$ cat config.mk
export PLATFORM = sky130hd
export DESIGN_NAME = scored_topk_sorted_list_unit_flat
export DESIGN_NICKNAME = d
export VERILOG_FILES = /design/src/rtl/stkl_pkg.sv /design/src/rtl/stkl_in_if.sv /design/src/rtl/stkl_out_if.sv /design/src/rtl/stkl_score.sv /design/src/rtl/stkl_cell.sv /design/src/rtl/scored_topk_sorted_list_unit.sv /design/src/flat_wrapper.sv
export SDC_FILE = /design/constraint.sdc
export NUM_CORES = 1
export LEC_CHECK = 0
export BUFFER_PORTS_ARGS = -buffer_cell sky130_fd_sc_hd__buf_2
export CAP_MARGIN = 10
export CORE_ASPECT_RATIO = 0.75
export CORE_MARGIN = 8
export CORE_UTILIZATION = 65
export DETAILED_ROUTE_END_ITERATION = 7
export PLACE_DENSITY = 0.93
export SLEW_MARGIN = 20
export SYNTH_ARGS = -nofsm -noshare
export SYNTH_HDL_FRONTEND = slang
export SYNTH_SLANG_ARGS = --single-unit
$ cat constraint.sdc
create_clock -name i_clk -period 12.3 [get_ports i_clk]
set_input_delay 1.23 -clock i_clk [delete_from_list [all_inputs] [get_ports i_clk]]
set_output_delay 1.23 -clock i_clk [all_outputs]
set_load 0.02 [all_outputs]
$ cat src/rtl/stkl_pkg.sv
// types and constants shared by the sorted top-k list unit
`default_nettype none

package stkl_pkg;

    localparam int PAT_W    = 16;
    localparam int TAG_W    = 8;
    localparam int SCORE_W  = 3;
    localparam int ZONE_N   = 4;
    localparam int ZMAP_W   = 32;
    localparam int CAP_W    = 5;
    localparam int RIDX_W   = 4;
    localparam int POS_W    = 4;
    localparam int CNT_W    = 5;
    localparam int CFG_IDX_W = 2;
    localparam int CFG_DATA_W = 32;

    localparam logic [SCORE_W-1:0] SCORE_MAX = 3'd4;

    localparam logic [PAT_W-1:0]  REF_RST  = 16'd12957;
    localparam logic [ZMAP_W-1:0] ZMAP_RST = 32'd3012960132;
    localparam logic [CAP_W-1:0]  CAP_RST  = 5'd16;

    localparam logic [CFG_IDX_W-1:0] CFG_REF  = 2'd0;
    localparam logic [CFG_IDX_W-1:0] CFG_ZMAP = 2'd1;
    localparam logic [CFG_IDX_W-1:0] CFG_CAP  = 2'd2;

    typedef enum logic {
        CMD_INSERT = 1'b0,
        CMD_READ   = 1'b1
    } t_cmd;

    typedef struct packed {
        logic [PAT_W-1:0]   pattern;
        logic [TAG_W-1:0]   tag;
        logic [SCORE_W-1:0] score;
    } t_entry;

    typedef struct packed {
        t_cmd               command;
        logic [PAT_W-1:0]   pattern;
        logic [TAG_W-1:0]   tag;
        logic [RIDX_W-1:0]  read_index;
    } t_in_item;

    typedef struct packed {
        logic               accepted;
        logic [POS_W-1:0]   position;
        logic [SCORE_W-1:0] score;
        logic [CNT_W-1:0]   list_size;
        logic [CNT_W-1:0]   perfect_count;
        logic               entry_valid;
        logic [PAT_W-1:0]   entry_pattern;
        logic [TAG_W-1:0]   entry_tag;
        logic [SCORE_W-1:0] entry_score;
    } t_out_item;

    typedef struct packed {
        logic ins;
        logic valid;
        logic tail;
        logic last;
        logic grow;
    } t_cell_ctl;

    typedef struct packed {
        logic slot;
        logic first;
        logic drop4;
    } t_cell_stat;

endpackage

`default_nettype wire

$ cat src/rtl/stkl_in_if.sv
// input channel of the sorted top-k list unit
`default_nettype none

interface stkl_in_if;
    logic               valid;
    logic               ready;
    stkl_pkg::t_in_item data;

    modport source (output valid, output data, input ready);
    modport sink   (input valid, input data, output ready);
endinterface

`default_nettype wire

$ cat src/rtl/stkl_out_if.sv
// result channel of the sorted top-k list unit
`default_nettype none

interface stkl_out_if;
    logic                valid;
    logic                ready;
    stkl_pkg::t_out_item data;

    modport source (output valid, output data, input ready);
    modport sink   (input valid, input data, output ready);
endinterface

`default_nettype wire

$ cat src/rtl/stkl_score.sv
// zone match scoring of one pattern against the reference
`default_nettype none

module stkl_score (
    input  wire logic [stkl_pkg::PAT_W-1:0]   i_pattern,
    input  wire logic [stkl_pkg::PAT_W-1:0]   i_ref,
    input  wire logic [stkl_pkg::ZMAP_W-1:0]  i_zone_map,
    output logic      [stkl_pkg::SCORE_W-1:0] o_score
);

    logic [stkl_pkg::PAT_W-1:0]  diff;
    logic [stkl_pkg::ZONE_N-1:0] failed;

    assign diff = i_pattern ^ i_ref;

    always_comb begin
        failed = '0;
        for (int z = 0; z < stkl_pkg::ZONE_N; z++) begin
            for (int b = 0; b < stkl_pkg::PAT_W; b++) begin
                if (diff[b] && (i_zone_map[2*b +: 2] == 2'(z))) begin
                    failed[z] = 1'b1;
                end
            end
        end
    end

    always_comb begin
        o_score = '0;
        for (int z = 0; z < stkl_pkg::ZONE_N; z++) begin
            o_score = o_score + stkl_pkg::SCORE_W'(!failed[z]);
        end
    end

endmodule

`default_nettype wire

$ cat src/rtl/stkl_cell.sv
// one list cell: holds an entry, takes the new entry or its upper neighbor
`default_nettype none

module stkl_cell (
    input  wire logic                           i_clk,
    input  wire stkl_pkg::t_cell_ctl            i_ctl,
    input  wire logic                           i_shift_in,
    input  wire stkl_pkg::t_entry               i_new,
    input  wire stkl_pkg::t_entry               i_prev,
    output stkl_pkg::t_entry                    o_entry,
    output stkl_pkg::t_cell_stat                o_stat
);

    stkl_pkg::t_entry r_entry;
    logic             slot;

    assign slot = (i_ctl.valid && (i_new.score > r_entry.score)) ||
                  (i_ctl.tail && i_ctl.grow);

    assign o_stat.slot  = slot;
    assign o_stat.first = slot && !i_shift_in;
    assign o_stat.drop4 = i_ctl.last && (r_entry.score == stkl_pkg::SCORE_MAX);
    assign o_entry      = r_entry;

    always_ff @(posedge i_clk) begin
        if (i_ctl.ins) begin
            if (i_shift_in) begin
                r_entry <= i_prev;
            end else if (slot) begin
                r_entry <= i_new;
            end
        end
    end

endmodule

`default_nettype wire

$ cat src/rtl/scored_topk_sorted_list_unit.sv
// top level of the sorted top-k list unit: cell row, scoring, counters, result register
// each accepted beat's result is registered into the output register
// one item per cycle when not stalled; all cells compare and shift in the same cycle
// a result waiting in the output register does not stop the next beat if it is taken
// reset: sync, active low; clears size, perfect count and result valid, presets config
// list contents are not cleared and are only read below the current size
`default_nettype none

module scored_topk_sorted_list_unit #(
    parameter int DEPTH = 16
) (
    input  wire logic                               i_clk,
    input  wire logic                               i_rst_n,
    input  wire logic                               i_cfg_we,
    input  wire logic [stkl_pkg::CFG_IDX_W-1:0]     i_cfg_idx,
    input  wire logic [stkl_pkg::CFG_DATA_W-1:0]    i_cfg_wdata,
    stkl_in_if.sink                                 i_in,
    stkl_out_if.source                              o_out
);

    localparam int UW = $clog2(DEPTH + 1);
    localparam int PW = $clog2(DEPTH);
    localparam int CW = (UW > stkl_pkg::CAP_W) ? UW : stkl_pkg::CAP_W;
    localparam int NR = (DEPTH < (1 << stkl_pkg::RIDX_W)) ? DEPTH : (1 << stkl_pkg::RIDX_W);

    logic [stkl_pkg::PAT_W-1:0]  r_ref;
    logic [stkl_pkg::ZMAP_W-1:0] r_zmap;
    logic [stkl_pkg::CAP_W-1:0]  r_cap;
    logic [UW-1:0]               r_used;
    logic [UW-1:0]               r_perfect;
    logic                        r_ovalid;
    stkl_pkg::t_out_item         r_out;

    logic [UW-1:0]               n_used;
    logic [UW-1:0]               n_perfect;
    stkl_pkg::t_out_item         n_out;

    logic                        in_fire;
    logic                        is_ins;
    logic                        is_read;
    logic [CW-1:0]               cap_raw;
    logic [CW-1:0]               cap_eff;
    logic                        grow;
    logic [stkl_pkg::SCORE_W-1:0] new_score;
    stkl_pkg::t_entry            new_entry;

    stkl_pkg::t_entry            cell_entry [DEPTH];
    stkl_pkg::t_cell_stat        cell_stat  [DEPTH];
    logic [DEPTH-1:0]            slot_vec;
    logic [DEPTH-1:0]            first_vec;
    logic [DEPTH-1:0]            drop_vec;
    logic                        any_slot;
    logic [PW-1:0]               pos_enc;
    logic                        rd_valid;
    stkl_pkg::t_entry            rd_entry;

    assign in_fire = i_in.valid && i_in.ready;
    assign i_in.ready = !r_ovalid || o_out.ready;
    assign is_ins  = in_fire && (i_in.data.command == stkl_pkg::CMD_INSERT);
    assign is_read = i_in.data.command == stkl_pkg::CMD_READ;

    // usable capacity, clamped to 1..DEPTH
    assign cap_raw = CW'(r_cap);
    always_comb begin
        cap_eff = cap_raw;
        if (cap_raw == '0) begin
            cap_eff = CW'(1);
        end else if (cap_raw > CW'(DEPTH)) begin
            cap_eff = CW'(DEPTH);
        end
    end
    assign grow = CW'(r_used) < cap_eff;

    stkl_score u_score (
        .i_pattern  (i_in.data.pattern),
        .i_ref      (r_ref),
        .i_zone_map (r_zmap),
        .o_score    (new_score)
    );

    assign new_entry.pattern = i_in.data.pattern;
    assign new_entry.tag     = i_in.data.tag;
    assign new_entry.score   = new_score;

    for (genvar g = 0; g < DEPTH; g++) begin : g_cell
        stkl_pkg::t_cell_ctl ctl;
        logic                shift_in;
        stkl_pkg::t_entry    prev;

        assign ctl.ins   = is_ins;
        assign ctl.valid = UW'(g) < r_used;
        assign ctl.tail  = r_used == UW'(g);
        assign ctl.last  = r_used == UW'(g + 1);
        assign ctl.grow  = grow;

        if (g == 0) begin : g_head
            assign shift_in = 1'b0;
            assign prev     = new_entry;
        end else begin : g_body
            assign shift_in = cell_stat[g-1].slot;
            assign prev     = cell_entry[g-1];
        end

        stkl_cell u_cell (
            .i_clk      (i_clk),
            .i_ctl      (ctl),
            .i_shift_in (shift_in),
            .i_new      (new_entry),
            .i_prev     (prev),
            .o_entry    (cell_entry[g]),
            .o_stat     (cell_stat[g])
        );

        assign slot_vec[g]  = cell_stat[g].slot;
        assign first_vec[g] = cell_stat[g].first;
        assign drop_vec[g]  = cell_stat[g].drop4;
    end

    assign any_slot = |slot_vec;

    always_comb begin
        pos_enc = '0;
        for (int i = 0; i < DEPTH; i++) begin
            if (first_vec[i]) begin
                pos_enc = pos_enc | PW'(i);
            end
        end
    end

    // read port reaches the first entries only, as far as the index field goes
    assign rd_valid = CW'(i_in.data.read_index) < CW'(r_used);
    always_comb begin
        rd_entry = '0;
        for (int i = 0; i < NR; i++) begin
            if (i_in.data.read_index == stkl_pkg::RIDX_W'(i)) begin
                rd_entry = cell_entry[i];
            end
        end
    end

    always_comb begin
        n_used    = r_used;
        n_perfect = r_perfect;
        if (!is_read && any_slot) begin
            if (grow) begin
                n_used = r_used + UW'(1);
            end else if (|drop_vec) begin
                n_perfect = n_perfect - UW'(1);
            end
            if (new_score == stkl_pkg::SCORE_MAX) begin
                n_perfect = n_perfect + UW'(1);
            end
        end
    end

    always_comb begin
        n_out = '0;
        n_out.list_size     = stkl_pkg::CNT_W'(n_used);
        n_out.perfect_count = stkl_pkg::CNT_W'(n_perfect);
        if (!is_read) begin
            n_out.accepted = any_slot;
            n_out.score    = new_score;
            if (any_slot) begin
                n_out.position = stkl_pkg::POS_W'(pos_enc);
            end
        end else if (rd_valid) begin
            n_out.entry_valid   = 1'b1;
            n_out.entry_pattern = rd_entry.pattern;
            n_out.entry_tag     = rd_entry.tag;
            n_out.entry_score   = rd_entry.score;
        end
    end

    always_ff @(posedge i_clk) begin
        if (!i_rst_n) begin
            r_ref     <= stkl_pkg::REF_RST;
            r_zmap    <= stkl_pkg::ZMAP_RST;
            r_cap     <= stkl_pkg::CAP_RST;
            r_used    <= '0;
            r_perfect <= '0;
            r_ovalid  <= 1'b0;
        end else begin
            if (i_cfg_we) begin
                case (i_cfg_idx)
                    stkl_pkg::CFG_REF: begin
                        r_ref <= i_cfg_wdata[stkl_pkg::PAT_W-1:0];
                    end
                    stkl_pkg::CFG_ZMAP: begin
                        r_zmap <= i_cfg_wdata[stkl_pkg::ZMAP_W-1:0];
                    end
                    stkl_pkg::CFG_CAP: begin
                        r_cap <= i_cfg_wdata[stkl_pkg::CAP_W-1:0];
                    end
                    default: begin
                    end
                endcase
            end
            if (in_fire) begin
                r_used    <= n_used;
                r_perfect <= n_perfect;
                r_ovalid  <= 1'b1;
            end else if (o_out.ready) begin
                r_ovalid  <= 1'b0;
            end
        end
    end

    always_ff @(posedge i_clk) begin
        if (in_fire) begin
            r_out <= n_out;
        end
    end

    assign o_out.valid = r_ovalid;
    assign o_out.data  = r_out;

    a_perfect_le_used: assert property (@(posedge i_clk) disable iff (!i_rst_n)
        r_perfect <= r_used)
        else $error("perfect count above list size");

    a_used_le_depth: assert property (@(posedge i_clk) disable iff (!i_rst_n)
        r_used <= UW'(DEPTH))
        else $error("list size above depth");

    a_one_insert_point: assert property (@(posedge i_clk) disable iff (!i_rst_n)
        $onehot0(first_vec))
        else $error("more than one insert point");

    a_grow_counts: assert property (@(posedge i_clk) disable iff (!i_rst_n)
        is_ins && any_slot && grow |=> r_used == $past(r_used) + UW'(1))
        else $error("growing insert did not bump the size");

    a_read_keeps: assert property (@(posedge i_clk) disable iff (!i_rst_n)
        in_fire && is_read |=> r_used == $past(r_used) && r_perfect == $past(r_perfect))
        else $error("read beat changed the list counters");

endmodule

`default_nettype wire
$ cat src/flat_wrapper.sv
// flat-port wrapper written by rule: the top's interface ports become plain ports
module scored_topk_sorted_list_unit_flat 
#(
    parameter int DEPTH = 16
)
  (i_clk, i_rst_n, i_cfg_we, i_cfg_idx, i_cfg_wdata, i_in_valid, i_in_data, i_in_ready, o_out_valid, o_out_data, o_out_ready);
  stkl_in_if i_in_i ();
  stkl_out_if o_out_i ();
  input  wire logic i_clk;
  input  wire logic i_rst_n;
  input  wire logic i_cfg_we;
  input  wire logic [stkl_pkg::CFG_IDX_W-1:0] i_cfg_idx;
  input  wire logic [stkl_pkg::CFG_DATA_W-1:0] i_cfg_wdata;
  input wire logic [$bits(i_in_i.valid)-1:0] i_in_valid;
  input wire logic [$bits(i_in_i.data)-1:0] i_in_data;
  output wire logic [$bits(i_in_i.ready)-1:0] i_in_ready;
  output wire logic [$bits(o_out_i.valid)-1:0] o_out_valid;
  output wire logic [$bits(o_out_i.data)-1:0] o_out_data;
  input wire logic [$bits(o_out_i.ready)-1:0] o_out_ready;
  assign i_in_i.valid = i_in_valid;
  assign i_in_i.data = i_in_data;
  assign i_in_ready = i_in_i.ready;
  assign o_out_valid = o_out_i.valid;
  assign o_out_data = o_out_i.data;
  assign o_out_i.ready = o_out_ready;
  scored_topk_sorted_list_unit #(.DEPTH(DEPTH)) u_core (.i_clk(i_clk), .i_rst_n(i_rst_n), .i_cfg_we(i_cfg_we), .i_cfg_idx(i_cfg_idx), .i_cfg_wdata(i_cfg_wdata), .i_in(i_in_i), .o_out(o_out_i));
endmodule
==> results.md <==
- The data arrival time of the worst path is 7770 ps.
- edfxtp_1 is the most common cell in the netlist.
- Clock tree synthesis selected as its root buffer the cell clkbuf_16.
- For this run, the post-layout net count is 2581.
- The most used flip-flop cell after synthesis is edfxtp_1.
- Final hold analysis gives a worst-case slack of 483 ps.
- Dividing the final minimum period by the clock period gives 61.5%.
- The run finished with clean final reports.
- Synthesis instantiated 81 different standard cells from the library.
- From bottom edge to top edge, the die measures 197 um.
- In this run the number of H-tree levels came out at 2.
- At the pin with the least slew margin, the transition time is 1170 ps.
- The setup slack at placement is 4450 ps.
- The number of cells produced by synthesis is 2431.
- Setup total negative slack on the finished layout was measured at 0 ps.
- The routability-driven placement congestion ratio is 0.975.
- The floorplan step defined a die boundary enclosing 50900 um^2.
- In this design, the stage delay of the slowest critical-path cell is 1270 ps.
- In this run the standard cell core region covers 43300 um^2.
- The combinational cell fraction of total power is 11.1%.
- Synthesis produced a netlist with a net count of 2547.
- The tightest min-delay check is of the reg2reg type.
- Hold repair after CTS inserted 0 buffers.
- In this run the power spent charging and discharging nets is 0.00105 W.
- Setup violations remaining at the end of the flow were counted as 0.
- The via count of the first global-routing pass is 22000.
- Sorting the synthesized cells by area gives the leading types as edfxtp_1 50%, mux2_2 14%, nand2_1 4.8%, dfxtp_1 4.5%, ha_1 2.1%.
- Summing the sequential cell areas from Yosys gives 54.9% of the chip area.
- The I/O pin count is 116.
- For this run, the top clock speed supported by timing is 0.132 GHz.
- The largest delay contributor family on the critical path is compound AO/OA/AOI/OAI gates.
- Walking the worst path, the cells encountered are buf_2 -> xnor2_1 -> nor2_1 -> a22oi_1 -> o211ai_1 -> a2111oi_0 -> nand4_1 -> fa_1 -> inv_1 -> ha_1 -> inv_1 -> ha_1 -> nor2b_1 -> o22ai_1 -> a221oi_1 -> a21o_1 -> clkinv_1 -> a21oi_4.
- The clock latency reported for the late side of the worst-skew pair is 610 ps.
- Using the TritonRoute via totals, the vias-per-cell ratio works out to 7.26.
- Max-cap violations in this run came to 0.
- Power spread over the standard cell area amounts to 131 nW/um^2.
- In this run the tool buffered the top-level ports with 115 buffer cells.
- The clock-pin slew on the worst setup and hold paths is 70 ps.
- At the worst endpoint, the required time is 12510 ps.
- For this configuration, the core starts out at a cell density of 65.9%.
- The total length of routed wires is 89500 um.
- The detailed-route DRC error count is 0.
- The remaining antenna violation count is 0.
- The synthesis-to-finish area growth is 10.2%.
- The number of cell rows is 66.
- The slowest stage cell on the critical path is a21oi_4.
- STA classifies the critical path startpoint as an input pin.
- The met1 routing resource usage after global routing is 44.2%.
- The buffer depth of the longest clock path is 3.
- Of all flip-flops after synthesis, the portion carrying an async set or reset was 0%.
- Global routing consumed, on the met2 layer, 51.7% of the routing resources.
- In this run the worst path has a maximum fanout of 28.
- The global-route usage over all layers is 33.7%.
- The first global-routing pass estimated 133000 um of wire.
- The internal power of the cells totals 0.00308 W.
- Yosys mapped a number of flops with a built-in enable equal to 478.
- The worst path in the final design needs a cycle of 7560 ps, including I/O delays and setup.
- For this run, the number of Yosys warnings is 0.
- The remaining global-route overflow is 0.
- After synthesis, the largest area contributor takes up 50.4% of total cell area.
- The ratio of cells with drive above 1 in the final layout is 26.7%.
- The sort of element at the end of the critical path is a flop.
- The number of buffers inserted by post-CTS setup repair is 0.
- Global routing consumed, on the met3 layer, 10.2% of the routing resources.
- Registers are responsible for 50.2% of the overall power.
- For this design the static power due to leakage is 11.1 nW.
- The register bit total from synthesis is 542.
- Once routing completed, OpenROAD measured the worst setup slack at 4740 ps.
- The die is 258 um wide.
- The largest clock skew in the final design is 31.0 ps.
- For this design, the sink count on the clock tree is 542.
- The via count is 22400.
- The number of resized instances in the post-cts repair step is 0.
- In this run the tightest slew margin relative to its limit is 21.8%.
- The largest net degree at the start of global routing is 54.
- The commonest cells after synthesis are 478 x edfxtp_1, 363 x nand2_1, 354 x mux2_2, 146 x clkbuf_1, 101 x a21oi_1.
- Setup repair after global routing left no endpoint under its margin.
- The type of the worst setup path is in2reg.
- The number of fill cells is 2779.
- The estimated wirelength of the detail-placed design is 57900 um.
- TritonCTS built the clock tree.
- In this run, CTS created clock tree buffers numbering 50.
- The cell area that synthesis handed to floorplanning was 28500 um^2.
- In this run the mean area of a mapped cell was 11.7 um^2.
- The maximum vdd drop is 0.128 mV.
- Summed over all instances, the cell type with the most area after synthesis is edfxtp_1.
- The number of buffer and inverter instances along the worst setup path is 4.
- The first routing iteration left 3461 violations.
- The clock network accounts for 38.7% of the total power.
- The number of pins exceeding their max-slew limit in the final report is 0.
- The number of antenna violations at the first check in global routing is 2.
- The count of final hold-check violations is 0.
- The per-cell routed wire length is 29.0 um.
- Net switching is 25.4% of the power.
- The first-pass iteration count of the detailed router is 7.
- met2 is the most crowded layer.
cell usage in the layout, fill, tap and decap left out, types with 44 or more instances in the layout:
cell / count
buf_4: 56
nand2_1: 363
a22oi_1: 78
edfxtp_1: 478
buf_2: 113
nor2_1: 93
dfxtp_1: 64
ha_1: 46
nand3_1: 62
mux2_2: 354
o21ai_0: 77
a21oi_1: 85
inv_1: 44
clkbuf_16: 53
final cells by class:
type | count | area [um^2] | share of cell area [%]
timing repair buffer | 172 | 1050 | 3.35
tap | 578 | 723 | 2.30
multi-input combinational | 1650 | 12200 | 38.8
antenna | 1 | 2.50 | 0.00797
sequential | 542 | 15600 | 49.8
clock inverter | 31 | 268 | 0.852
clock buffer | 62 | 1370 | 4.36
inverter | 49 | 184 | 0.586
sequential cells by signal, indices dropped and copies added, names as in the netlist:
signal,cells
u_core.g_cell.u_cell.o_entry,432
u_core.r_zmap,32
u_core.o_out.data,46
u_core.r_ref,16
u_core.r_perfect,5
u_core.cap_raw,5
u_core.r_used,5
u_core.o_out.valid,1
final timing paths:
check	startpoint	end	slack, ps	cells after the start
worst min-delay path	u_core.r_perfect[4]	u_core.r_perfect[4]	480	2
worst min register to register	u_core.r_perfect[4]	u_core.r_perfect[4]	480	2
worst max-delay path	i_in_data[25]	u_core.g_cell[5].u_cell.o_entry[9]	4740	18
worst max register to register	u_core.r_ref[13]	u_core.g_cell[5].u_cell.o_entry[9]	5250	17
routing by layer:
metal  wire length (um)  vias up
met2              40100     2055
met4               4450        2
li1                   -     9194
met3              12700      392
met5                 16        -
met1              32200    10800
worst min-delay path, stage by stage, from the launching register on:
cell     delay, ps
dfxtp_1        330
nand2_1         60
mux2i_1         50
kinds of logic (layout without fill, tap and decap cells):
logic type               Yosys count  in the layout  synth area share (%)
multiplexers                     403            403                  16.0
flip-flops                       542            542                  54.9
AO/OA/AOI/OAI                    469            469                  11.3
AND/OR/NAND/NOR                  682            682                  10.8
adder cells (fa/ha/maj)           48             48                  2.13
XOR/XNOR                          48             48                  1.48
other                              0              1                     0
buffers and inverters            239            314                  3.42
per-stage QoR:
| stage | util (%) | power, W | instance area [um^2] | cells |
|---|---|---|---|---|
| 4_1_cts | 72.4 | 0.00409 | 31300 | 3082 |
| 5_1_grt | 72.6 | 0.00420 | 31400 | 3084 |
| 6_report | 72.6 | 0.00412 | 31400 | 3085 |
| 3_3_place_gp | 68.6 | 0.00252 | 29700 | 2988 |
| 2_1_floorplan | - | 0.00239 | 28500 | 2431 |
| 3_5_place_dp | 68.6 | 0.00254 | 29700 | 2989 |
power groups by stage:
stage	logic, W	registers [W]	clock network, W
after CTS	0.000442	0.00207	0.00158
after floorplan	0.000282	0.00211	0
after global routing	0.000482	0.00207	0.00165
after global placement	0.000414	0.00211	0
final	0.000457	0.00207	0.00160
after detailed placement	0.000434	0.00211	0
(Power assumes the default switching activity.)
